[config.mk]
export PLATFORM = sky130hd
export DESIGN_NAME = phga_ram
export DESIGN_NICKNAME = d
export VERILOG_FILES = /design/src/rtl/phga_ram.sv
export SDC_FILE = /design/constraint.sdc
export NUM_CORES = 1
export LEC_CHECK = 0
export BUFFER_PORTS_ARGS = -buffer_cell sky130_fd_sc_hd__buf_4
export CAP_MARGIN = 5
export CORE_MARGIN = 4
export CORE_UTILIZATION = 42
export CTS_CLUSTER_DIAMETER = 120
export DETAILED_ROUTE_END_ITERATION = 6
export PLACE_DENSITY_LB_ADDON = 0.12
export RECOVER_POWER = 100
export REMOVE_ABC_BUFFERS = 1
export SLEW_MARGIN = 20
export SYNTH_ARGS = -nofsm -noshare
export SYNTH_HDL_FRONTEND = slang
export SYNTH_SLANG_ARGS = --single-unit
[constraint.sdc]
create_clock -name clk -period 4.07 [get_ports clk]
set_input_delay 0.6105 -clock clk [delete_from_list [all_inputs] [get_ports clk]]
set_output_delay 0.6105 -clock clk [all_outputs]
set_load 0.005 [all_outputs]
[src/rtl/phga_ram.sv]
`timescale 1ns / 1ps
`default_nettype none

module phga_ram #(
  parameter int W = 8,
  parameter int D = 16
) (
  input  wire logic                                   clk,
  input  wire logic                                   we,
  input  wire logic [((D > 1) ? $clog2(D) : 1)-1:0]   wa,
  input  wire logic [W-1:0]                           wd,
  input  wire logic                                   re,
  input  wire logic [((D > 1) ? $clog2(D) : 1)-1:0]   ra,
  output logic      [W-1:0]                           rd
);

  logic [W-1:0] mem [D];

  // One write port, one registered read port (old data on collision)
  always_ff @(posedge clk) begin
    if (we) begin
      mem[wa] <= wd;
    end
    if (re) begin
      rd <= mem[ra];
    end
  end

endmodule

`default_nettype wire

Word-level counts from Yosys, hierarchy flattened
Memory sizes are Yosys's and may differ from the RTL's. A register that Yosys moved wholly into a read port is not among the register bits.
Index checks and enable logic that the tools add are counted.
- flip-flop bits (word level): 0
- memory bits (writable): 128
- bits of input ports: 19
- output and inout port bits: 8
- logic and storage cells: 3
- memories: 1
- memory list (name ; depth ; bits a word ; read ports ; clocked after Yosys merged registers in ; wr ports ; RTL line ; source):
    mem ; 16 ; 8 ; 1 ; 1 ; 1 ; 17 ; logic [W-1:0] mem [D];
- multiplexer cells: 2
- operators with widths (cell ; number):
    1-bit 2-to-1 mux ; 2

Longest topological paths before layout
- depth after elaboration: 2
- depth in mapped cells: 5
- depth with buffers taken out: 3

Worst setup path before layout
Ideal clock, no wire load.
- path type: input -> register
- start: input port wa[2] (netlist bit)
- end: memory mem[0][0], enable pin
- setup time: 0.383 ns
- arrival time: 1.720 ns
- data required time: 3.687 ns
- setup slack: 1.967 ns
- cell stages on the path: 2
- path buffers: 0
- path through: or3b_2 nor3_1
- RTL lines (item ; RTL line ; source):
    start: declaration ; 10 ; input wire logic [((D > 1) ? $clog2(D) : 1)-1:0] wa,
    end: declaration ; 17 ;
No word-level cell before the write port.

==> impl_metrics.ini <==
[floorplanning]
fp-row-count = 40
coreArea_um2 = 12100
chipHeight_um = 120
start_util_pct = 43.2
die_area_um2 = 14300
io-pin-count = 27
dieWidth_um = 120

[power_and_ir_drop]
p_per_area_nw_per_um2 = 525
power.leakage_nw = 1.96
irDropWorstVdd_v = 0.000231
p_total_mw = 3.19

[global_routing]
grt_pass1_wl_um = 15400
grt_pass1_vias = 2497
grt_remaining_overflow = 0
antenna_found_initial = 0
grt_start_max_net_pins = 33
track_usage_pct = 15.4

[clock_tree]
cts_tree = yes
root_buffer = clkbuf_16
cts_buffer_depth = 2
cts_resized = 0
path_clk_slew_ps = 50
cts_hold_buf = 0
post_cts_buffers = 0
cts_max_level = 4
cts_sinks = 136
worstSkewPairLatency_ps = 410
cts_buffers = 17

[sta]
fin_ws_ps = 1710
setup_violations = 0
max-slew-margin-rel_pct = 0.356
fin_crit_sh_pct = 58.0
fmax_mhz = 424
clock_skew_ps = 4.25
finalCriticalPeriod_ps = 2360
timing.setup.tns_ps = 0
hold_viol = 0
grt_setup_unrepaired = false
report.final.slew_viol_count = 0
fin_hold_ws_ps = 672
tightest_slew_ps = 1480

[critical_path]
endpoint_kind = register
crit_fanout = 32
startpoint_type = input port
worstPathArrival_ps = 2520
ff2ff_setup_slack_ps = 2590
reg2regPathDepth = 3
worstSetupPathType = input port to register
r2r-end = rd[1]
r2r_start = mem[0][1]
cp.required_ps = 4230

[routing]
routed_wl_um = 10200
vias = 2360
drt_pass1_iterations = 4
via_per_inst = 5.27
drtIter0Drc = 178
drc = 0
wire_per_inst_um = 22.7
ant_nets = 0

[placed_design]
post-place-ws_ps = 1630
place.gp.congestion = 0.684
post-place-cells = 416
place_area_um2 = 5570
dpl.hpwl_um = 6290
placement.io_buffers = 26

[cells_and_area]
multi_input_area_um2 = 1060
post_route_cells_drive_above_1_share_pct = 20.0
diodes = 0
seq_area_um2 = 4080
final_util_pct = 50.1
syn2layout_area_growth_pct = 16.2
fin_nets = 286
stdcell_count = 448
postLayoutCellArea_um2 = 6070
fill_cells = 1017

[worst_hold_path]
holdCritStartpoint = re
hold_end = rd[4]
hold_class = input port to register
hold_depth = 1

[yosys]
ys_seq_area_share_pct = 78.1
yosys-top-cells-count = edfxtp_1, mux4_2, a22oi_1
avgSynthCellArea_um2 = 22.8
muxShareOfSynthArea_pct = 14.8
synth_top_family_by_area = multiplexers
synth_most_common_cell = edfxtp_1
yosysTopAreaCellShare_pct = 78.1
synthArstFlopShare_pct = 0
synth_cell_types = 18
synth_ff_type = edfxtp_1
synth_warnings = 0
synth_simple_gate_area_share_pct = 3.14
synth-xor-area-share_pct = 0
yosys_register_bits = 136
synth_fa_ha_area_share_pct = 0
synth.largest_area_cell = edfxtp_1
ys_top_cells_by_area = edfxtp_1, mux4_2, mux4_1, a22oi_1, nor2_1
syn-instance-count = 229
synth_edf_count = 136
synth_compound_area_share_pct = 2.30
synth_area_um2 = 5230

[run_status]
status = finished with violations
violations = capacitance limit

[flow_run]
cap_violations = 1
[critical path: stages]
cell      delay [ps]
clkbuf_2         860
mux4_1           710
a22oi_1          240
nand2_1           80
[per-layer routing]
layer,global-route usage [%],routed length (um),up-vias
met4,5.80,150,0
met3,5.33,492,13
met1,20.9,4620,1225
met2,23.3,4900,61
met5,0,0,-
li1,-,-,1061
[how the worst max path moves through the flow]
stage | startpoint | endpoint
finish | ra[0] | rd[1]
floorplan | wa[2] | mem[0][0]
global route | ra[0] | rd[1]
detailed placement | ra[0] | rd[1]
CTS | ra[0] | rd[1]
global placement | ra[0] | rd[1]
[flip-flops by register name, summed over array words and instances (netlist names)]
| signal | cells |
|---|---|
| rd | 8 |
| mem | 128 |
[cell families (layout without fill, tap and decap cells)]
family                 after synthesis  in the layout
DFF                                136            136
and+or+nand+nor                     35             35
muxes                               32             32
AOI/OAI and AO/OA                   16             16
buffers and inverters               10             61
[where the power goes]
group          switching [mW]  total, mW  internal [mW]
clock network           0.526       1.46          0.939
logic                  0.0793      0.135         0.0561
registers             0.00880       1.59           1.58
total                   0.614       3.19           2.57
[layout make-up]
type                       count  share of cell area (%)
timing repair buffer          29                    2.56
sequential                   136                    67.3
clock inverter                15                    2.31
tap                          168                    3.46
clock buffer                  17                    7.01
multi-input combinational     83                    17.4
[placed cells by master (no fill, tap or decap)]
cell type	instances
mux4_1	14
bufinv_16	3
and2b_1	1
and2_1	1
nand2_1	9
buf_4	5
clkinv_1	8
nor2_1	13
nor2b_1	1
mux4_2	18
clkinv_2	4
nor3_1	4
edfxtp_1	136
clkbuf_4	7
clkbuf_1	16
nand3b_1	2
nand2b_1	2
a22oi_1	16
clkbuf_16	17
nand3_1	1
clkbuf_2	1
or3b_2	1
(Power assumes the default switching activity.)
