$ cat src/rtl/phga_pkg.sv
`timescale 1ns / 1ps
`default_nettype none

package phga_pkg;

  // Sizing
  localparam int NUM_PARAMS        = 64;
  localparam int MAX_EVENT_INDICES = 16;
  localparam int HESS_DEPTH        = NUM_PARAMS * (NUM_PARAMS + 1) / 2;

  // Field widths fixed by the interface
  localparam int IDX_W = 6;
  localparam int VAL_W = 32;
  localparam int SUM_W = 48;

  // Derived widths
  localparam int PAR_W   = $clog2(NUM_PARAMS);
  localparam int HESS_AW = $clog2(HESS_DEPTH);
  localparam int CNT_W   = $clog2(MAX_EVENT_INDICES + 1);
  localparam int LIST_AW = (MAX_EVENT_INDICES > 1) ? $clog2(MAX_EVENT_INDICES) : 1;
  localparam int POS_W   = 2 * PAR_W + 1;

  typedef enum logic [1:0] {
    CMD_INDEX = 2'd0,
    CMD_HESS  = 2'd1,
    CMD_READ  = 2'd2,
    CMD_NOP   = 2'd3
  } cmd_t;

  typedef enum logic [1:0] {
    ST_OK      = 2'd0,
    ST_DROP    = 2'd1,
    ST_SURPLUS = 2'd2,
    ST_SAT     = 2'd3
  } status_t;

  // Store access request for one beat, built in the sequencer stage
  typedef struct packed {
    logic                 rmw_h;
    logic                 rmw_g;
    logic                 rd_h;
    logic                 rd_g;
    status_t              status;
    logic [HESS_AW-1:0]   h_addr;
    logic [PAR_W-1:0]     g_addr;
  } req_t;

  // Packed row-major position of (min, max) in the upper triangle
  function automatic logic [HESS_AW-1:0] packed_pos(input logic [PAR_W-1:0] a,
                                                    input logic [PAR_W-1:0] b);
    logic [PAR_W-1:0] i;
    logic [PAR_W-1:0] j;
    logic [POS_W-1:0] base;
    logic [POS_W-1:0] tri_n;
    logic [POS_W-1:0] pos;
    i = (a < b) ? a : b;
    j = (a < b) ? b : a;
    base = POS_W'(i) * POS_W'(NUM_PARAMS);
    if (i == '0) begin
      tri_n = '0;
    end else begin
      tri_n = (POS_W'(i) * POS_W'(i - 1'b1)) >> 1;
    end
    pos = base - tri_n + POS_W'(j - i);
    return pos[HESS_AW-1:0];
  endfunction

endpackage

`default_nettype wire

$ cat src/rtl/phga_sat_add.sv
`timescale 1ns / 1ps
`default_nettype none

module phga_sat_add (
  input  wire logic signed [phga_pkg::SUM_W-1:0] acc,
  input  wire logic signed [phga_pkg::VAL_W-1:0] val,
  output logic signed      [phga_pkg::SUM_W-1:0] sum,
  output logic                                   sat
);

  logic signed [phga_pkg::SUM_W:0] ext;

  // One guard bit; clamp when the two top bits disagree
  always_comb begin
    ext = (phga_pkg::SUM_W + 1)'(acc) + (phga_pkg::SUM_W + 1)'(val);
    sat = ext[phga_pkg::SUM_W] != ext[phga_pkg::SUM_W-1];
    if (!sat) begin
      sum = ext[phga_pkg::SUM_W-1:0];
    end else if (ext[phga_pkg::SUM_W]) begin
      sum = {1'b1, {(phga_pkg::SUM_W - 1){1'b0}}};
    end else begin
      sum = {1'b0, {(phga_pkg::SUM_W - 1){1'b1}}};
    end
  end

endmodule

`default_nettype wire

$ cat config.mk
export PLATFORM = sky130hd
export DESIGN_NAME = phga_sat_add
export DESIGN_NICKNAME = d
export VERILOG_FILES = /design/src/rtl/phga_pkg.sv /design/src/rtl/phga_sat_add.sv
export SDC_FILE = /design/constraint.sdc
export NUM_CORES = 1
export LEC_CHECK = 0
export BUFFER_PORTS_ARGS = -buffer_cell sky130_fd_sc_hd__buf_4
export CORE_MARGIN = 2
export CORE_UTILIZATION = 35
export DETAILED_ROUTE_END_ITERATION = 6
export PLACE_DENSITY = 0.63
export SYNTH_ARGS = -nofsm -noshare
export SYNTH_HDL_FRONTEND = slang
export SYNTH_SLANG_ARGS = --single-unit
$ cat constraint.sdc
create_clock -name vclk -period 4.5
set_clock_uncertainty 0.05 [all_clocks]
set_input_delay 0.675 -clock vclk [all_inputs]
set_output_delay 0.675 -clock vclk [all_outputs]
set_load 0.02 [all_outputs]
# Word level (Yosys, flattened, before mapping)
# Index checks and enable logic that the tools add are counted.
# word_totals
ramBits	0
word_cells	4
latch_bits	0
mem_count	0
rom_bits	0
ff_bits	0
in_bits	80
out_inout_bits	49
# classes
n_reduce_logical	0
div	0
mul	0
mux	2
magnitude_cmp	0
n_shift	0
n_bitwise	0
n_addsub	1
n_eq_ne	1
# ops
op	count
two-way mux 48 bit	2
adder 48 x 32 -> 49 bit	1
inequality test 1 bit	1

# Longest topological paths before layout
# logic_depth
ltp_word	3
ltp_mapped	13
mapped_depth_nobuf	12

# Worst setup path after synthesis
# Ideal clock, no wire load.
# synth_path
path_type	in2out
start	input port acc[13] (netlist name)
end	output port sum[2] (netlist name)
stages	12
arrival_time_ns	3.328
n_path_buf	1
slack_ns	0.447
required_ns	3.775
path_cell_list	ha_1 > buf_2 > nand2_1 > o21bai_1 > a211o_1 > a2111oi_2 > o21ai_1 > a31oi_4 > a31oi_4 > xnor2_4 > nor2_4 > o21ai_0
# synth_via
elab_chain_len	3
elab_cells_between_ends	4
classes_between	add/sub (1); eq/ne (1); mux (2)
# synth_rtl
element	line	source
from (decl)	phga_sat_add.sv:5	input wire logic signed [phga_pkg::SUM_W-1:0] acc,
adder 48 x 32 -> 49 bit *	phga_sat_add.sv:15	ext = (phga_pkg::SUM_W + 1)'(acc) + (phga_pkg::SUM_W + 1)'(val);
two-way mux 48 bit or inequality test 1 bit (tied branches)	phga_sat_add.sv:19, phga_sat_add.sv:16	
two-way mux 48 bit *	phga_sat_add.sv:17	if (!sat) begin
to (decl)	phga_sat_add.sv:7	output logic signed [phga_pkg::SUM_W-1:0] sum,
# Mark *: on every way between the ends. The rest lies on a longest branch, timed or not.

# Worst setup path after layout
# layout_path
start	input port acc[14] (netlist name)
end	output port sum[24] (netlist name)
# The elaborated chain is that of the path after synthesis.

==> impl_metrics.tcl <==
set metrics [dict create \
    drt-total-wl_um 10600 \
    post-route-cell-area_mm2 0.00457 \
    power.leakage_nw 2.10 \
    first_global_vias 3735 \
    finalWeightedCongestion 0.944 \
    holdBufCountCts 0 \
    ant_nets 0 \
    pwr-share-seq 0 \
    finalNetCount 746 \
    die-height_um 101 \
    horizontal_die_dimension_um 101 \
    min_period_ns 4.35 \
    avgRoutedWirePerCell_um 14.6 \
    yosys_warnings 0 \
    std_cell_rows 35 \
    vias_per_cell 5.53 \
    detailroute.via_count 4015 \
    power.total_mw 1.17 \
    syn_avg_cell_area_um2 6.87 \
    initial_core_util 0.359 \
    area.sequential_um2 0 \
    highest_ir_drop_seen_on_vdd_v 0.000125 \
    synthesis.nets 610 \
    grt_max_degree 33 \
    timing.max_slew.rel_slack 0.642 \
    hold_path_origin "val[0]" \
    detail_route.first_pass.iterations 5 \
    drv_slew 0 \
    clock_power_share 0 \
    maxCapViolCount 0 \
    final_cells 726 \
    worst-slew-pin-transition_ns 0.538 \
    io_buffers 129 \
    n_antenna_cell 0 \
    num_io_pins 129 \
    setup_viol_count_final 0 \
    mostFrequentLayoutCells "sky130_fd_sc_hd__buf_4 (153), sky130_fd_sc_hd__a21oi_1 (65), sky130_fd_sc_hd__nand2_1 (50)" \
    maximum_achievable_frequency_ghz 0.230 \
    grt_pass1_wl_um 16900 \
    bufs_and_invs_on_worst_path 3 \
    finalCoreUtilization 0.496 \
    seq_area_frac_synth 0 \
    timing.critical_path.arrival_ns 3.63 \
    worst-endpoint-required_ns 3.77 \
    flops_and_latches 0 \
    preCtsSetupSlack_ns 0.0843 \
    p_comb_frac 1.000 \
    areaGrowthSynthToFinish_pct 38.1 \
    hold_depth 5 \
    crit_path_max_fanout 32 \
    critical_path_cell_count 14 \
    netlist_instances 481 \
    overflow 0 \
    timing.final.crit_share 0.967 \
    grt_util_all_layers 0.193 \
    power_switching_mw 0.655 \
    timing.hold.worst.class "primary input to output pin" \
    total_negative_slack_for_setup_checks_ns 0 \
    drive_above_1_share 0.330 \
    ws_path_type "primary input to output pin" \
    start_kind "primary input" \
    layout.cells.most_common "sky130_fd_sc_hd__buf_4" \
    grt_antenna_before_repair 0 \
    drcViolationCount 0 \
    hpwlAfterDp_um 9010 \
    critical-path-max-stage-delay_ns 0.36 \
    fin_worst_hold_slack_ns 1.75 \
    power-per-cell-area_mw_per_mm2 255 \
    critical_path.endpoint_type "output pin" \
    worst_path_dominant_cell_family "compound AO/OA/AOI/OAI gates" \
    fin_ws_ns 0.149 \
    cpMaxStageDelayCell "sky130_fd_sc_hd__a2111oi_4" \
    detailed_place.area_mm2 0.00446 \
    drtIter0Drc 123 \
    core_area_mm2 0.00920 \
    endpoint_worst_hold "sum[0]" \
    dp.cells 719 \
    critical_path.cell_chain "buf_4, ha_1, nand2_1, o21bai_1, a211o_1, a2111oi_4, o21ai_2, a31oi_4, a31oi_4, xnor2_4, nor2_4, buf_12, o21ai_2, buf_4" \
    outcome "completed" \
    sw_frac_of_total 0.562 \
    syn-cell-area_mm2 0.00331 \
    power_report.internal_total_mw 0.511 \
    die_area_mm2 0.0102 \
    grt_setup_unrepaired "yes" \
    final.clkbuf_count 0 \
    yosys.cell_types.count 56 \
    finalHoldViolCount 0 \
]
-- per-layer routing --
metal  up-vias  wire length, um  track usage
li1       2064                -            -
met1      1813             4950        0.272
met2       130             5080        0.335
met3         8              504      0.00828
met4         0               59       0.0218
met5         -                0            0
-- synthesized netlist by cell type, types with 3 or more instances --
master / n / share of area
sky130_fd_sc_hd__o21ai_0: 38 / 0.058
sky130_fd_sc_hd__and3_1: 3 / 0.0057
sky130_fd_sc_hd__nand3_1: 9 / 0.014
sky130_fd_sc_hd__a21oi_1: 66 / 0.10
sky130_fd_sc_hd__o21bai_1: 11 / 0.025
sky130_fd_sc_hd__nor2b_1: 4 / 0.0076
sky130_fd_sc_hd__nand4_1: 10 / 0.019
sky130_fd_sc_hd__ha_1: 48 / 0.18
sky130_fd_sc_hd__inv_1: 15 / 0.017
sky130_fd_sc_hd__clkbuf_1: 10 / 0.011
sky130_fd_sc_hd__or3_1: 5 / 0.0095
sky130_fd_sc_hd__buf_2: 4 / 0.0061
sky130_fd_sc_hd__o211ai_1: 5 / 0.011
sky130_fd_sc_hd__a31oi_1: 8 / 0.015
sky130_fd_sc_hd__xnor2_1: 25 / 0.066
sky130_fd_sc_hd__nor2_1: 31 / 0.035
sky130_fd_sc_hd__o21ai_1: 9 / 0.014
sky130_fd_sc_hd__a21o_1: 16 / 0.036
sky130_fd_sc_hd__xor2_1: 21 / 0.056
sky130_fd_sc_hd__o21a_1: 5 / 0.011
sky130_fd_sc_hd__nor3_1: 9 / 0.014
sky130_fd_sc_hd__buf_6: 5 / 0.017
sky130_fd_sc_hd__buf_4: 3 / 0.0068
sky130_fd_sc_hd__nand2_1: 50 / 0.057
sky130_fd_sc_hd__o21ai_2: 30 / 0.079
sky130_fd_sc_hd__a211oi_1: 4 / 0.0091
-- power by group through the flow --
| stage | clock, mW | combinational, mW | sequential (mW) |
|---|---|---|---|
| finish | 0 | 1.17 | 0 |
| detailed placement | 0 | 1.13 | 0 |
| floorplan | 0 | 0.731 | 0 |
| CTS | 0 | 1.14 | 0 |
| global route | 0 | 1.26 | 0 |
| global placement | 0 | 1.13 | 0 |
-- cell type report --
type | instances | area (um2)
timing repair buffer | 156 | 1210
tap | 111 | 139
inverter | 15 | 56.3
multi-input combinational | 444 | 3160
fill | 936 | 4630
-- cells by family after synthesis --
kind of cell | count (synthesis) | synth area share
XOR/XNOR | 47 | 0.130
adder cells (fa/ha/maj) | 51 | 0.194
buffers and inverters | 37 | 0.0583
AO/OA/AOI/OAI | 215 | 0.435
AND/OR/NAND/NOR | 131 | 0.183
-- how the worst max path moves through the flow --
stage	from	to	slack, ns
finish	acc[14]	sum[24]	0.15
global route	acc[14]	sum[3]	-0.02
CTS	acc[14]	sum[7]	0.07
detailed placement	acc[22]	sum[45]	0.08
global placement	acc[22]	sum[45]	0.09
floorplan	acc[13]	sum[2]	0.45
-- repair_timing --
item	4_1_cts	5_1_grt
resized for setup	0	11
endpoints found under the setup margin	0	27
setup buffers	0	7
(Power assumes the default switching activity.)
