File: src/rtl/phga_pkg.sv
`timescale 1ns / 1ps
`default_nettype none

package phga_pkg;

  // Sizing
  localparam int NUM_PARAMS        = 64;
  localparam int MAX_EVENT_INDICES = 16;
  localparam int HESS_DEPTH        = NUM_PARAMS * (NUM_PARAMS + 1) / 2;

  // Field widths fixed by the interface
  localparam int IDX_W = 6;
  localparam int VAL_W = 32;
  localparam int SUM_W = 48;

  // Derived widths
  localparam int PAR_W   = $clog2(NUM_PARAMS);
  localparam int HESS_AW = $clog2(HESS_DEPTH);
  localparam int CNT_W   = $clog2(MAX_EVENT_INDICES + 1);
  localparam int LIST_AW = (MAX_EVENT_INDICES > 1) ? $clog2(MAX_EVENT_INDICES) : 1;
  localparam int POS_W   = 2 * PAR_W + 1;

  typedef enum logic [1:0] {
    CMD_INDEX = 2'd0,
    CMD_HESS  = 2'd1,
    CMD_READ  = 2'd2,
    CMD_NOP   = 2'd3
  } cmd_t;

  typedef enum logic [1:0] {
    ST_OK      = 2'd0,
    ST_DROP    = 2'd1,
    ST_SURPLUS = 2'd2,
    ST_SAT     = 2'd3
  } status_t;

  // Store access request for one beat, built in the sequencer stage
  typedef struct packed {
    logic                 rmw_h;
    logic                 rmw_g;
    logic                 rd_h;
    logic                 rd_g;
    status_t              status;
    logic [HESS_AW-1:0]   h_addr;
    logic [PAR_W-1:0]     g_addr;
  } req_t;

  // Packed row-major position of (min, max) in the upper triangle
  function automatic logic [HESS_AW-1:0] packed_pos(input logic [PAR_W-1:0] a,
                                                    input logic [PAR_W-1:0] b);
    logic [PAR_W-1:0] i;
    logic [PAR_W-1:0] j;
    logic [POS_W-1:0] base;
    logic [POS_W-1:0] tri_n;
    logic [POS_W-1:0] pos;
    i = (a < b) ? a : b;
    j = (a < b) ? b : a;
    base = POS_W'(i) * POS_W'(NUM_PARAMS);
    if (i == '0) begin
      tri_n = '0;
    end else begin
      tri_n = (POS_W'(i) * POS_W'(i - 1'b1)) >> 1;
    end
    pos = base - tri_n + POS_W'(j - i);
    return pos[HESS_AW-1:0];
  endfunction

endpackage

`default_nettype wire

File: src/rtl/phga_seq.sv
`timescale 1ns / 1ps
`default_nettype none

module phga_seq (
  input  wire logic                        clk,
  input  wire logic                        rst_n,
  input  wire logic                        fire,
  input  wire phga_pkg::cmd_t              cmd,
  input  wire logic                        first,
  input  wire logic [phga_pkg::IDX_W-1:0]  p,
  input  wire logic [phga_pkg::IDX_W-1:0]  q,
  output phga_pkg::req_t                   req
);

  localparam int CNT_W   = phga_pkg::CNT_W;
  localparam int LIST_AW = phga_pkg::LIST_AW;
  localparam int PAR_W   = phga_pkg::PAR_W;

  logic [CNT_W-1:0] cnt_r, cnt_nxt;
  logic [CNT_W-1:0] row_r, row_nxt;
  logic [CNT_W-1:0] col_r, col_nxt;
  logic [PAR_W-1:0] row_par_r, row_par_nxt;
  logic [PAR_W-1:0] list_r [phga_pkg::MAX_EVENT_INDICES];

  logic [CNT_W-1:0] eff_cnt, eff_row, row_n, col_n;
  logic             p_ok, q_ok, append, adv, pair_ok;
  logic [PAR_W-1:0] p_par, q_par, a_par, b_par, ha, hb;

  // Decode, index-list bookkeeping and pair walk
  always_comb begin
    p_par   = PAR_W'(p);
    q_par   = PAR_W'(q);
    p_ok    = 32'(p) < 32'(phga_pkg::NUM_PARAMS);
    q_ok    = 32'(q) < 32'(phga_pkg::NUM_PARAMS);
    eff_cnt = (cmd == phga_pkg::CMD_INDEX && first) ? '0 : cnt_r;
    eff_row = (cmd == phga_pkg::CMD_INDEX && first) ? '0 : row_r;
    append  = (cmd == phga_pkg::CMD_INDEX) && p_ok &&
              (32'(eff_cnt) < 32'(phga_pkg::MAX_EVENT_INDICES));

    // Row finished: step to the diagonal of the next row
    adv     = (col_r >= cnt_r) && (row_r < cnt_r);
    row_n   = adv ? row_r + 1'b1 : row_r;
    col_n   = adv ? row_r + 1'b1 : col_r;
    pair_ok = (row_n < cnt_r) && (col_n < cnt_r);
    b_par   = list_r[col_n[LIST_AW-1:0]];
    a_par   = adv ? b_par : row_par_r;

    ha = (cmd == phga_pkg::CMD_READ) ? p_par : a_par;
    hb = (cmd == phga_pkg::CMD_READ) ? q_par : b_par;

    req        = '0;
    req.h_addr = phga_pkg::packed_pos(ha, hb);
    req.g_addr = p_par;
    req.status = phga_pkg::ST_OK;

    cnt_nxt     = cnt_r;
    row_nxt     = row_r;
    col_nxt     = col_r;
    row_par_nxt = row_par_r;

    case (cmd)
      phga_pkg::CMD_INDEX: begin
        cnt_nxt = eff_cnt;
        row_nxt = eff_row;
        if (first) begin
          col_nxt = '0;
        end
        if (append) begin
          req.rmw_g = 1'b1;
          cnt_nxt   = eff_cnt + 1'b1;
          // Entry under the current row: keep the row's parameter at hand
          if (eff_cnt == eff_row) begin
            row_par_nxt = p_par;
          end
        end else begin
          req.status = phga_pkg::ST_DROP;
        end
      end
      phga_pkg::CMD_HESS: begin
        if (adv) begin
          row_nxt     = row_n;
          row_par_nxt = b_par;
        end
        if (pair_ok) begin
          req.rmw_h = 1'b1;
          col_nxt   = col_n + 1'b1;
        end else begin
          req.status = phga_pkg::ST_SURPLUS;
          col_nxt    = col_n;
        end
      end
      phga_pkg::CMD_READ: begin
        req.rd_g = p_ok;
        req.rd_h = p_ok && q_ok;
      end
      default: begin
      end
    endcase
  end

  // Counters and positions
  always_ff @(posedge clk) begin
    if (!rst_n) begin
      cnt_r <= '0;
      row_r <= '0;
      col_r <= '0;
    end else if (fire) begin
      cnt_r <= cnt_nxt;
      row_r <= row_nxt;
      col_r <= col_nxt;
    end
  end

  // Index list and cached row parameter
  always_ff @(posedge clk) begin
    if (fire) begin
      row_par_r <= row_par_nxt;
      if (append) begin
        list_r[eff_cnt[LIST_AW-1:0]] <= p_par;
      end
    end
  end

endmodule

`default_nettype wire

File: config.mk
export PLATFORM = sky130hd
export DESIGN_NAME = phga_seq
export DESIGN_NICKNAME = d
export VERILOG_FILES = /design/src/rtl/phga_pkg.sv /design/src/rtl/phga_seq.sv
export SDC_FILE = /design/constraint.sdc
export NUM_CORES = 1
export LEC_CHECK = 0
export BUFFER_PORTS_ARGS = -buffer_cell sky130_fd_sc_hd__clkbuf_2
export CORE_ASPECT_RATIO = 1.1
export CORE_MARGIN = 3
export CORE_UTILIZATION = 62
export CTS_BUF_LIST = sky130_fd_sc_hd__clkbuf_16
export DETAILED_ROUTE_END_ITERATION = 10
export GPL_TIMING_DRIVEN = 1
export PLACE_DENSITY = 0.82
export SLEW_MARGIN = 20
export SYNTH_ARGS = -nofsm -noshare
export SYNTH_HDL_FRONTEND = slang
export SYNTH_SLANG_ARGS = --single-unit
export TNS_END_PERCENT = 10
File: constraint.sdc
create_clock -name clk -period 15 [get_ports clk]
set_input_delay 0.75 -clock clk [delete_from_list [all_inputs] [get_ports clk]]
set_output_delay 0.75 -clock clk [all_outputs]
set_load 0.01 [all_outputs]
# ---- After elaboration in Yosys (flattened, before gate mapping)
# Memory sizes are Yosys's and may differ from the RTL's.
# Cells that the tools add are included.
dict set report word_totals {
  mem_bits_rw 96
  inputBits 18
  ff_bits 21
  wordCells 66
  memories 1
}
# memory depth word_bits read_ports rd_ports_with_merged_regs write_ports line
set memory_table {}
lappend memory_table {list_r 16 6 1 0 1 phga_seq.sv:23} ;# logic [PAR_W-1:0] list_r [phga_pkg::MAX_EVENT_INDICES];
dict set report classes {
  n_addsub 7
  mux 29
  magnitude_cmp 6
  eq_ne 7
  reduce_logical 11
  multipliers 1
}
# op count
set ops {}
lappend ops {{6-bit two-way mux} 7}
lappend ops {{5-bit two-way mux} 8}
lappend ops {{5-bit one-hot mux with 2 select lines} 2}
lappend ops {{5-bit by 1-bit adder with 5-bit output (second input constant)} 3}
lappend ops {{5-bit less-than comparator} 3}
lappend ops {{7-bit by 7-bit multiplier with 13-bit output} 1}
lappend ops {{12-bit adder} 1}
lappend ops {{12-bit two-way mux} 1}
lappend ops {{6-bit one-hot mux with 2 select lines} 1}
lappend ops {{12-bit subtractor} 1}
lappend ops {{1-bit two-way mux} 7}
lappend ops {{6-bit by 1-bit subtractor with 7-bit output (second input constant)} 1}
lappend ops {{6-bit by 6-bit subtractor with 7-bit output} 1}
lappend ops {{6-bit zero test} 1}
lappend ops {{6-bit less-than comparator} 1}
lappend ops {{2-bit inequality test (second input constant)} 3}
lappend ops {{3-bit AND reduction} 2}
lappend ops {{5-bit == test} 1}
lappend ops {{5-bit >= comparator} 1}
lappend ops {{5-bit less-than comparator (second input constant)} 1}
lappend ops {{1-bit logical AND} 4}
lappend ops {{2-bit two-way mux} 2}
lappend ops {{2-bit one-hot mux with 2 select lines} 1}
lappend ops {{4-bit AND reduction} 1}
lappend ops {{6 further kinds} 6}

# ---- Logic depth before layout (Yosys ltp)
# Gate-level depths: netlist (run 1).
# An unclocked memory read counts as a cell.
dict set report depth {
  depth_word 13
  mapped_depth 57
  depth_no_buf 55
}

# ---- Worst setup path after synthesis (run 1)
# OpenSTA, ideal clock, no wires.
dict set report synth_path {
  kind {register -> output}
  start {register cnt_r[2]}
  end {output req[17] (netlist name)}
  setup_slack_ns 3.465
  path_buffers 1
  path_stages_with_launch 51
  arrival_time_ns 10.785
  path_cell_list {dfxtp_1 > inv_1 > ha_1 > a21o_1 > a31oi_4 > o21ai_2 > or3_4 > and2_4 > buf_6 > inv_8 > mux2i_1 > mux2_2 > a221oi_2 > nand2_1 > nand2_1 > nor2_1 > nor2_1 > ha_1 > [... 15 more ...] > fa_1 > inv_1 > fa_1 > inv_1 > ha_1 > o21ai_0 > and3_1 > o21ai_0 > fa_1 > ha_1 > a21oi_1 > o21bai_1 > a21oi_1 > o21bai_1 > a21oi_1 > xor2_1 > xnor2_1 > xor2_1}
}
# item line
set synth_rtl {}
lappend synth_rtl {{from (decl)} phga_seq.sv:19} ;# logic [CNT_W-1:0] cnt_r, cnt_nxt;
lappend synth_rtl {{from (signal assigned)} phga_seq.sv:108} ;# cnt_r <= cnt_nxt;
lappend synth_rtl {{to (decl)} phga_seq.sv:12} ;# output phga_pkg::req_t req

==> results.toml, run 1 <==
[outcome]
status = "finished clean"

[synth]
synthesis.area_um2 = 8850
synth_top_area_frac = 0.346
synth_fp_nets = 1033
ys_seq_area_frac = 0.380
synth.largest_area_cell = "edfxtp_1"
syn-mean-instance-area_um2 = 9.76
ys.flop_type = "edfxtp_1"
netlist_top_cells_area = "edfxtp_1, ha_1, fa_1, nor2_1, nand2_1"
yosysWarningCount = 0
synth_edf_count = 102
syn_inst = 907
ys_types = 80
synthArstFlopShare = 0
ys_seq_elements = 117

[layout]
final_common_cell = "edfxtp_1"
final_area_um2 = 9740
layout_common_cells = "edfxtp_1, nor2_1, nand2_1, ha_1, inv_1"
drive_gt1_frac = 0.130
nNetsFinal = 1063
diodes = 0
fillers = 1049
syn2layout_area_growth_pct = 10.1

[global_route]
grt_pass1_vias = 6904
gr-total-overflow = 0
grt_max_degree = 40
gr-usage-all-layers = 0.274
grt_first_pass_wirelength_um = 34500
antenna_found_initial = 0

[clock_network]
root_buffer = "clkbuf_16"
postCtsSetupRepairBufs = 0
cts_resized = 0
clk_pin_slew_ns = 0.06
cts.path.max_buffers = 2
cts_sinks = 117
tritoncts.num_buffers = 17
htree_levels = 4
cts_tree = "built"
insertion_delay_ns = 0.42
hold_buffers = 0

[sta]
setup_slack_ns = 1.31
finalSetupTns_ns = 0
setup_viol = 0
rsz0062_at_grt = "no"
finalCriticalPeriod_ns = 13.69
relSlewSlack = 0.415
worst_pin_slew_ns = 0.875
skew_ns = 0.00887
period_share = 0.913
max_freq_mhz = 73.0
final_max_slew_viol_count = 0
hold_viol = 0

[route]
vias = 7034
dr.pass1.iters = 6
ant_nets = 0
post-route-drc-count = 0
drt_iter0_drc = 660
wire_per_inst_um = 18.6
post_drt_via_cell_ratio = 6.19
wl_um = 21100

[setup_path]
critPathKind = "flip-flop to primary output"
path_max_fanout = 39
crit_path_start_kind = "flip-flop"
crit_required_ns = 14.25
cp-end-kind = "primary output"
worstPathArrival_ns = 12.94
slowest_delay_ns = 0.54
cp_slowest_cell = "fa_1"

[placed_design]
io_buffers = 41
dp_hpwl_um = 14900
gp_congestion = 0.925
postPlaceCellArea_um2 = 9120
dp_slack_ns = 1.81

[floorplanning]
ios = 42
num_rows = 45
core_um2 = 13900
die_h_um = 131
start_util = 0.636
dieArea_um2 = 15700
die_w_um = 120

[job]
max_cap_violations = 0

[worst_hold_path]
min_path_type = "flip-flop to flip-flop"
[cell type report]
cell class,count,area (um2),share of cell area
Clock inverter,14,199,0.0204
Inverter,77,297,0.0304
Clock buffer,17,425,0.0437
Sequential cell,117,3360,0.345
Multi-Input combinational cell,674,4950,0.508
Tap cell,188,235,0.0241
Timing Repair Buffer,50,273,0.0280
[per-stage QoR]
step / hold slack, ns / cells / utilization
after floorplan: 0.466 / 907 / -
after global placement: 0.486 / 1106 / 0.656
after detailed placement: 0.512 / 1106 / 0.656
after CTS: 0.520 / 1137 / 0.700
after global routing: 0.555 / 1137 / 0.700
final: 0.523 / 1137 / 0.700
[cells in the mapped netlist (6+ instances only)]
| cell type | instances |
|---|---|
| a211oi_1 | 16 |
| a21boi_0 | 6 |
| a21o_1 | 9 |
| a21oi_1 | 41 |
| a22oi_1 | 7 |
| a311oi_1 | 8 |
| a31oi_1 | 14 |
| and2_1 | 11 |
| and3_1 | 27 |
| buf_4 | 8 |
| buf_6 | 8 |
| clkbuf_1 | 18 |
| dfxtp_1 | 15 |
| edfxtp_1 | 102 |
| fa_1 | 23 |
| ha_1 | 85 |
| inv_1 | 68 |
| inv_2 | 8 |
| mux2i_1 | 11 |
| nand2_1 | 87 |
| nand2b_1 | 10 |
| nand3_1 | 27 |
| nand4_1 | 7 |
| nor2_1 | 89 |
| nor2b_1 | 12 |
| nor3_1 | 8 |
| o21a_1 | 9 |
| o21ai_0 | 37 |
| o21ai_1 | 7 |
| o21bai_1 | 12 |
| or2_2 | 7 |
| xnor2_1 | 27 |
| xor2_1 | 12 |
[path summary, 6_finish.rpt]
| path | start | end | slack (ns) | cells past startpoint |
|---|---|---|---|---|
| max | cnt_r[2] | req[17] | 1.31 | 50 |
| max reg2reg | cnt_r[2] | col_r[3] | 9.84 | 19 |
| min | col_r[4] | col_r[4] | 0.52 | 2 |
| min reg2reg | col_r[4] | col_r[4] | 0.52 | 2 |
[state kept, by name, indices dropped and copies added, names as in the netlist]
register,flops
cnt_r,5
col_r,5
list_r,96
row_par_r,6
row_r,5
[per-layer routing]
| layer | global-route usage | wire length [um] | share of wire | vias up |
|---|---|---|---|---|
| li1 | - | - | - | 3314 |
| met1 | 0.348 | 8480 | 0.40 | 3325 |
| met2 | 0.475 | 10600 | 0.50 | 344 |
| met3 | 0.0383 | 1500 | 0.071 | 51 |
| met4 | 0.103 | 565 | 0.027 | 0 |
| met5 | 0 | 0 | 0 | - |
[logic make-up after synthesis]
family                     synth area share
DFF                                   0.380
xor gates and xnor gates             0.0386
and+or+nand+nor                       0.167
adders and majority gates             0.172
muxes                                0.0188
buffers and inverters                0.0608
AOI/OAI and AO/OA                     0.163
[worst max-delay path, delay by kind of cell (launching register included)]
kind | cells | cell delay (ns)
AOI/OAI and AO/OA | 17 | 3.84
xor gates and xnor gates | 3 | 0.50
adders and majority gates | 10 | 4.13
buffers and inverters | 8 | 1.18
DFF | 1 | 0.43
muxes | 1 | 0.41
and+or+nand+nor | 11 | 2.03
Power of run 1 is not shown: default switching activity piles up to over one toggle a cycle in this logic, so the estimate is an artifact.
==> inputs of run 2 (changes only) <==
--- a/config.mk
+++ b/config.mk
@@ -12,7 +12,8 @@
 export CTS_BUF_LIST = sky130_fd_sc_hd__clkbuf_16
 export DETAILED_ROUTE_END_ITERATION = 10
 export GPL_TIMING_DRIVEN = 1
-export PLACE_DENSITY = 0.82
+export PLACE_DENSITY = 0.8
+export RECOVER_POWER = 25
 export SLEW_MARGIN = 20
 export SYNTH_ARGS = -nofsm -noshare
 export SYNTH_HDL_FRONTEND = slang
==> constraint.sdc (replaced) <==
create_clock -name clk -period 15.5 [get_ports clk]
set_input_delay 0.775 -clock clk [delete_from_list [all_inputs] [get_ports clk]]
set_output_delay 0.775 -clock clk [all_outputs]
set_load 0.01 [all_outputs]
==> run 2 against run 1 <==
Against the previous run:
- worst setup slack better by 0.37 ns
- utilization down 0.46 points
- global-route usage down 0.27 points
- hold slack lost 0.016 ns
- sequential share of layout area is 0.23 points higher
- via count down 0.98%
- die area unchanged
- cell count barely moved
- critical path depth unchanged
- non-clock buffer count decreased by 1
- clock skew fell by 0.0042 ns
==> results.toml, run 2 (same netlist as run 1, synthesis figures left out) <==
[outcome]
status = "finished clean"

[global_route]
gr-usage-all-layers = 0.272
grt_first_pass_wirelength_um = 34100
gr-total-overflow = 0
antenna_found_initial = 0
grt_max_degree = 40
grt_pass1_vias = 6826

[layout]
nNetsFinal = 1062
instances_no_fill = 1136
largest_reg_flops = 96
syn2layout_area_growth_pct = 9.35
fillers = 1050
multiInputGateArea_um2 = 4950
ff_latch_area_um2 = 3360
layout_common_cells = "edfxtp_1, nor2_1, nand2_1, ha_1, inv_1"
drive_gt1_frac = 0.124
final_common_cell = "edfxtp_1"
diodes = 0

[setup_path]
worstPathArrival_ns = 13.04
cp_slowest_cell = "fa_1"
path_max_fanout = 39
slowest_delay_ns = 0.55
crit_path_start_kind = "flip-flop"
crit_required_ns = 14.73
cp-end-kind = "primary output"
critPathKind = "flip-flop to primary output"

[placed_design]
io_buffers = 41
place_inst = 1105
dp_hpwl_um = 14900
gp_congestion = 0.886

[sta]
finalSetupTns_ns = 0
skew_ns = 0.00465
relSlewSlack = 0.277
final_max_slew_viol_count = 0
max_freq_mhz = 72.4
finalCriticalPeriod_ns = 13.82
setup_viol = 0
worst_pin_slew_ns = 1.08
hold_viol = 0
period_share = 0.891
rsz0062_at_grt = "no"

[floorplanning]
dieArea_um2 = 15700
start_util = 0.636
ios = 42
num_rows = 45
core_um2 = 13900
die_h_um = 131
die_w_um = 120

[clock_network]
htree_levels = 4
clk_pin_slew_ns = 0.06
tritoncts.num_buffers = 17
hold_buffers = 0
cts_resized = 0
postCtsSetupRepairBufs = 0
insertion_delay_ns = 0.42
cts_sinks = 117
cts.path.max_buffers = 2
root_buffer = "clkbuf_16"
cts_tree = "built"

[route]
wl_um = 20800
post-route-drc-count = 0
drt_iter0_drc = 561
ant_nets = 0
wire_per_inst_um = 18.3
vias = 6965
post_drt_via_cell_ratio = 6.13
dr.pass1.iters = 6

[worst_hold_path]
min_path_type = "flip-flop to flip-flop"

[job]
max_cap_violations = 0
-- run 2: final cells by class --
type                            count  share of cell area
Inverter                           77              0.0306
Sequential cell                   117               0.348
Clock inverter                     14              0.0156
Timing Repair Buffer               49              0.0265
Tap cell                          188              0.0243
Clock buffer                       17              0.0440
Multi-Input combinational cell    674               0.511
-- run 2: per-layer routing --
layer / vias to the layer above / track usage / part of all wire
li1: 3310 / - / -
met1: 3323 / 0.337 / 0.41
met2: 276 / 0.461 / 0.50
met3: 56 / 0.0620 / 0.064
met4: 0 / 0.102 / 0.029
met5: - / 0 / 0
-- run 2: critical path, delay by kind of cell, from the launching register on --
kind / cells / cell delay (ns)
DFF: 1 / 0.43
adders and majority gates: 10 / 4.13
and+or+nand+nor: 12 / 2.26
AOI/OAI and AO/OA: 16 / 3.67
xor gates and xnor gates: 3 / 0.48
buffers and inverters: 8 / 1.21
muxes: 1 / 0.41
-- run 2: per-stage QoR --
step                utilization  setup slack, ns  cell area [um2]  hold WS, ns
detailed placement        0.655             2.28             9110        0.503
finish                    0.696             1.68             9680        0.507
global route              0.696            0.741             9680        0.528
CTS                       0.696             1.81             9690        0.504
floorplan                     -             3.94             8850        0.466
global placement          0.655             2.58             9110        0.485
-- run 2: worst paths after layout --
| check | from | end | slack [ns] | cells past startpoint |
|---|---|---|---|---|
| setup reg to reg | cnt_r[2] | col_r[3] | 10.30 | 19 |
| hold / removal | col_r[4] | col_r[4] | 0.51 | 2 |
| setup / recovery | cnt_r[2] | req[17] | 1.68 | 50 |
| hold reg to reg | col_r[4] | col_r[4] | 0.51 | 2 |
Power of run 2 is left out for the same reason.
==> inputs of run 3 (changes only) <==
--- a/config.mk
+++ b/config.mk
@@ -6,13 +6,14 @@
 export NUM_CORES = 1
 export LEC_CHECK = 0
 export BUFFER_PORTS_ARGS = -buffer_cell sky130_fd_sc_hd__clkbuf_2
-export CORE_ASPECT_RATIO = 1.1
+export CAP_MARGIN = 20
+export CORE_ASPECT_RATIO = 1.5
 export CORE_MARGIN = 3
-export CORE_UTILIZATION = 62
+export CORE_UTILIZATION = 60
 export CTS_BUF_LIST = sky130_fd_sc_hd__clkbuf_16
 export DETAILED_ROUTE_END_ITERATION = 10
 export GPL_TIMING_DRIVEN = 1
-export PLACE_DENSITY = 0.8
+export PLACE_DENSITY = 0.78
 export RECOVER_POWER = 25
 export SLEW_MARGIN = 20
 export SYNTH_ARGS = -nofsm -noshare
==> run 3 against run 2 <==
Against the previous run:
- die area grew 3.4%
- wire length rose by 2.4%
- global-route usage shrank 0.60 points
- critical endpoint unchanged
==> results.toml, run 3 (same netlist as run 1, synthesis figures left out) <==
[setup_path]
slowest_delay_ns = 0.56
r2r-start = "cnt_r[2]"
crit_required_ns = 14.73
critPathKind = "flip-flop to primary output"
worstReg2RegEnd = "col_r[3]"
r2r_slack_ns = 10.30
cp-end-kind = "primary output"
cp_slowest_cell = "a221oi_2"
r2r_cells = 19
path_max_fanout = 39
crit_path_start_kind = "flip-flop"
worstPathArrival_ns = 13.12

[worst_hold_path]
worstHoldStart = "col_r[4]"
hold_depth = 2
min_path_type = "flip-flop to flip-flop"
hold_end = "col_r[4]"

[clock_network]
cts_tree = "built"
tritoncts.num_buffers = 17
root_buffer = "clkbuf_16"
cts_sinks = 117
cts_resized = 0
insertion_delay_ns = 0.41
htree_levels = 4
clk_pin_slew_ns = 0.06
cts.path.max_buffers = 2
hold_buffers = 0
postCtsSetupRepairBufs = 0

[route]
wire_per_inst_um = 18.7
vias = 7003
post-route-drc-count = 0
ant_nets = 0
wl_um = 21300
post_drt_via_cell_ratio = 6.14
drt_iter0_drc = 612
dr.pass1.iters = 6

[layout]
largest_reg_flops = 96
diodes = 0
fillers = 1105
nNetsFinal = 1062
syn2layout_area_growth_pct = 9.64
layout_common_cells = "edfxtp_1, nor2_1, nand2_1, ha_1, inv_1"
ff_latch_area_um2 = 3360
drive_gt1_frac = 0.125
multiInputGateArea_um2 = 4950
final_common_cell = "edfxtp_1"

[sta]
max_freq_mhz = 72.0
relSlewSlack = 0.253
finalSetupTns_ns = 0
hold_viol = 0
worst_pin_slew_ns = 1.12
rsz0062_at_grt = "no"
final_max_slew_viol_count = 0
whs_ns = 0.505
setup_viol = 0
finalCriticalPeriod_ns = 13.90
skew_ns = 0.00905
period_share = 0.897

[placed_design]
dp_hpwl_um = 15600
io_buffers = 41
gp_congestion = 0.924

[global_route]
gr-usage-all-layers = 0.266
gr-usage-met2 = 0.495
grtUsageMet1 = 0.294
grtUsageMet3 = 0.0413
top_usage_layer = "met2"
grt_first_pass_wirelength_um = 34000
antenna_found_initial = 0
grt_max_degree = 40
gr-total-overflow = 0
grt_pass1_vias = 6747

[floorplanning]
dieArea_um2 = 16300
die_w_um = 105
num_rows = 53
ios = 42
start_util = 0.621
core_um2 = 14300
die_h_um = 155

[job]
max_cap_violations = 0

[outcome]
status = "finished clean"
## run 3: per-layer routing
layer	up-vias	routed length [um]
met4	0	903
met2	268	11400
met5	-	0
met1	3357	7830
met3	70	1150
li1	3308	-
## run 3: per-stage QoR
stage	setup slack [ns]	cell area (um2)	instances	utilization
final	1.60	9700	1141	0.681
after global routing	0.867	9700	1141	0.681
after CTS	1.72	9710	1141	0.681
after detailed placement	2.21	9110	1109	0.639
after global placement	2.39	9110	1109	0.639
after floorplan	3.94	8850	907	-
## run 3: area by class of cell
type                       instances  share of cell area
timing repair buffer              49              0.0266
sequential                       117               0.347
multi-input combinational        674               0.510
clock buffer                      17              0.0438
clock inverter                    15              0.0177
inverter                          77              0.0306
tap                              192              0.0248
## run 3: worst max path at each step
stage                     slack [ns]      from       to  cells past startpoint
after floorplan                 3.94  cnt_r[2]  req[17]                     50
after global placement          2.39  cnt_r[2]  req[17]                     49
after detailed placement        2.21  cnt_r[2]  req[17]                     49
after CTS                       1.72  cnt_r[2]  req[17]                     49
after global routing            0.87  cnt_r[2]  req[17]                     50
final                           1.60  cnt_r[2]  req[17]                     51
## run 3: critical path: cells and delay by family (launching register included)
family	cells	cell delay [ns]
and+or+nand+nor	12	2.20
adders and majority gates	10	4.16
DFF	1	0.44
AOI/OAI and AO/OA	18	4.16
xor gates and xnor gates	3	0.52
buffers and inverters	8	1.18
Power of run 3 is left out for the same reason.
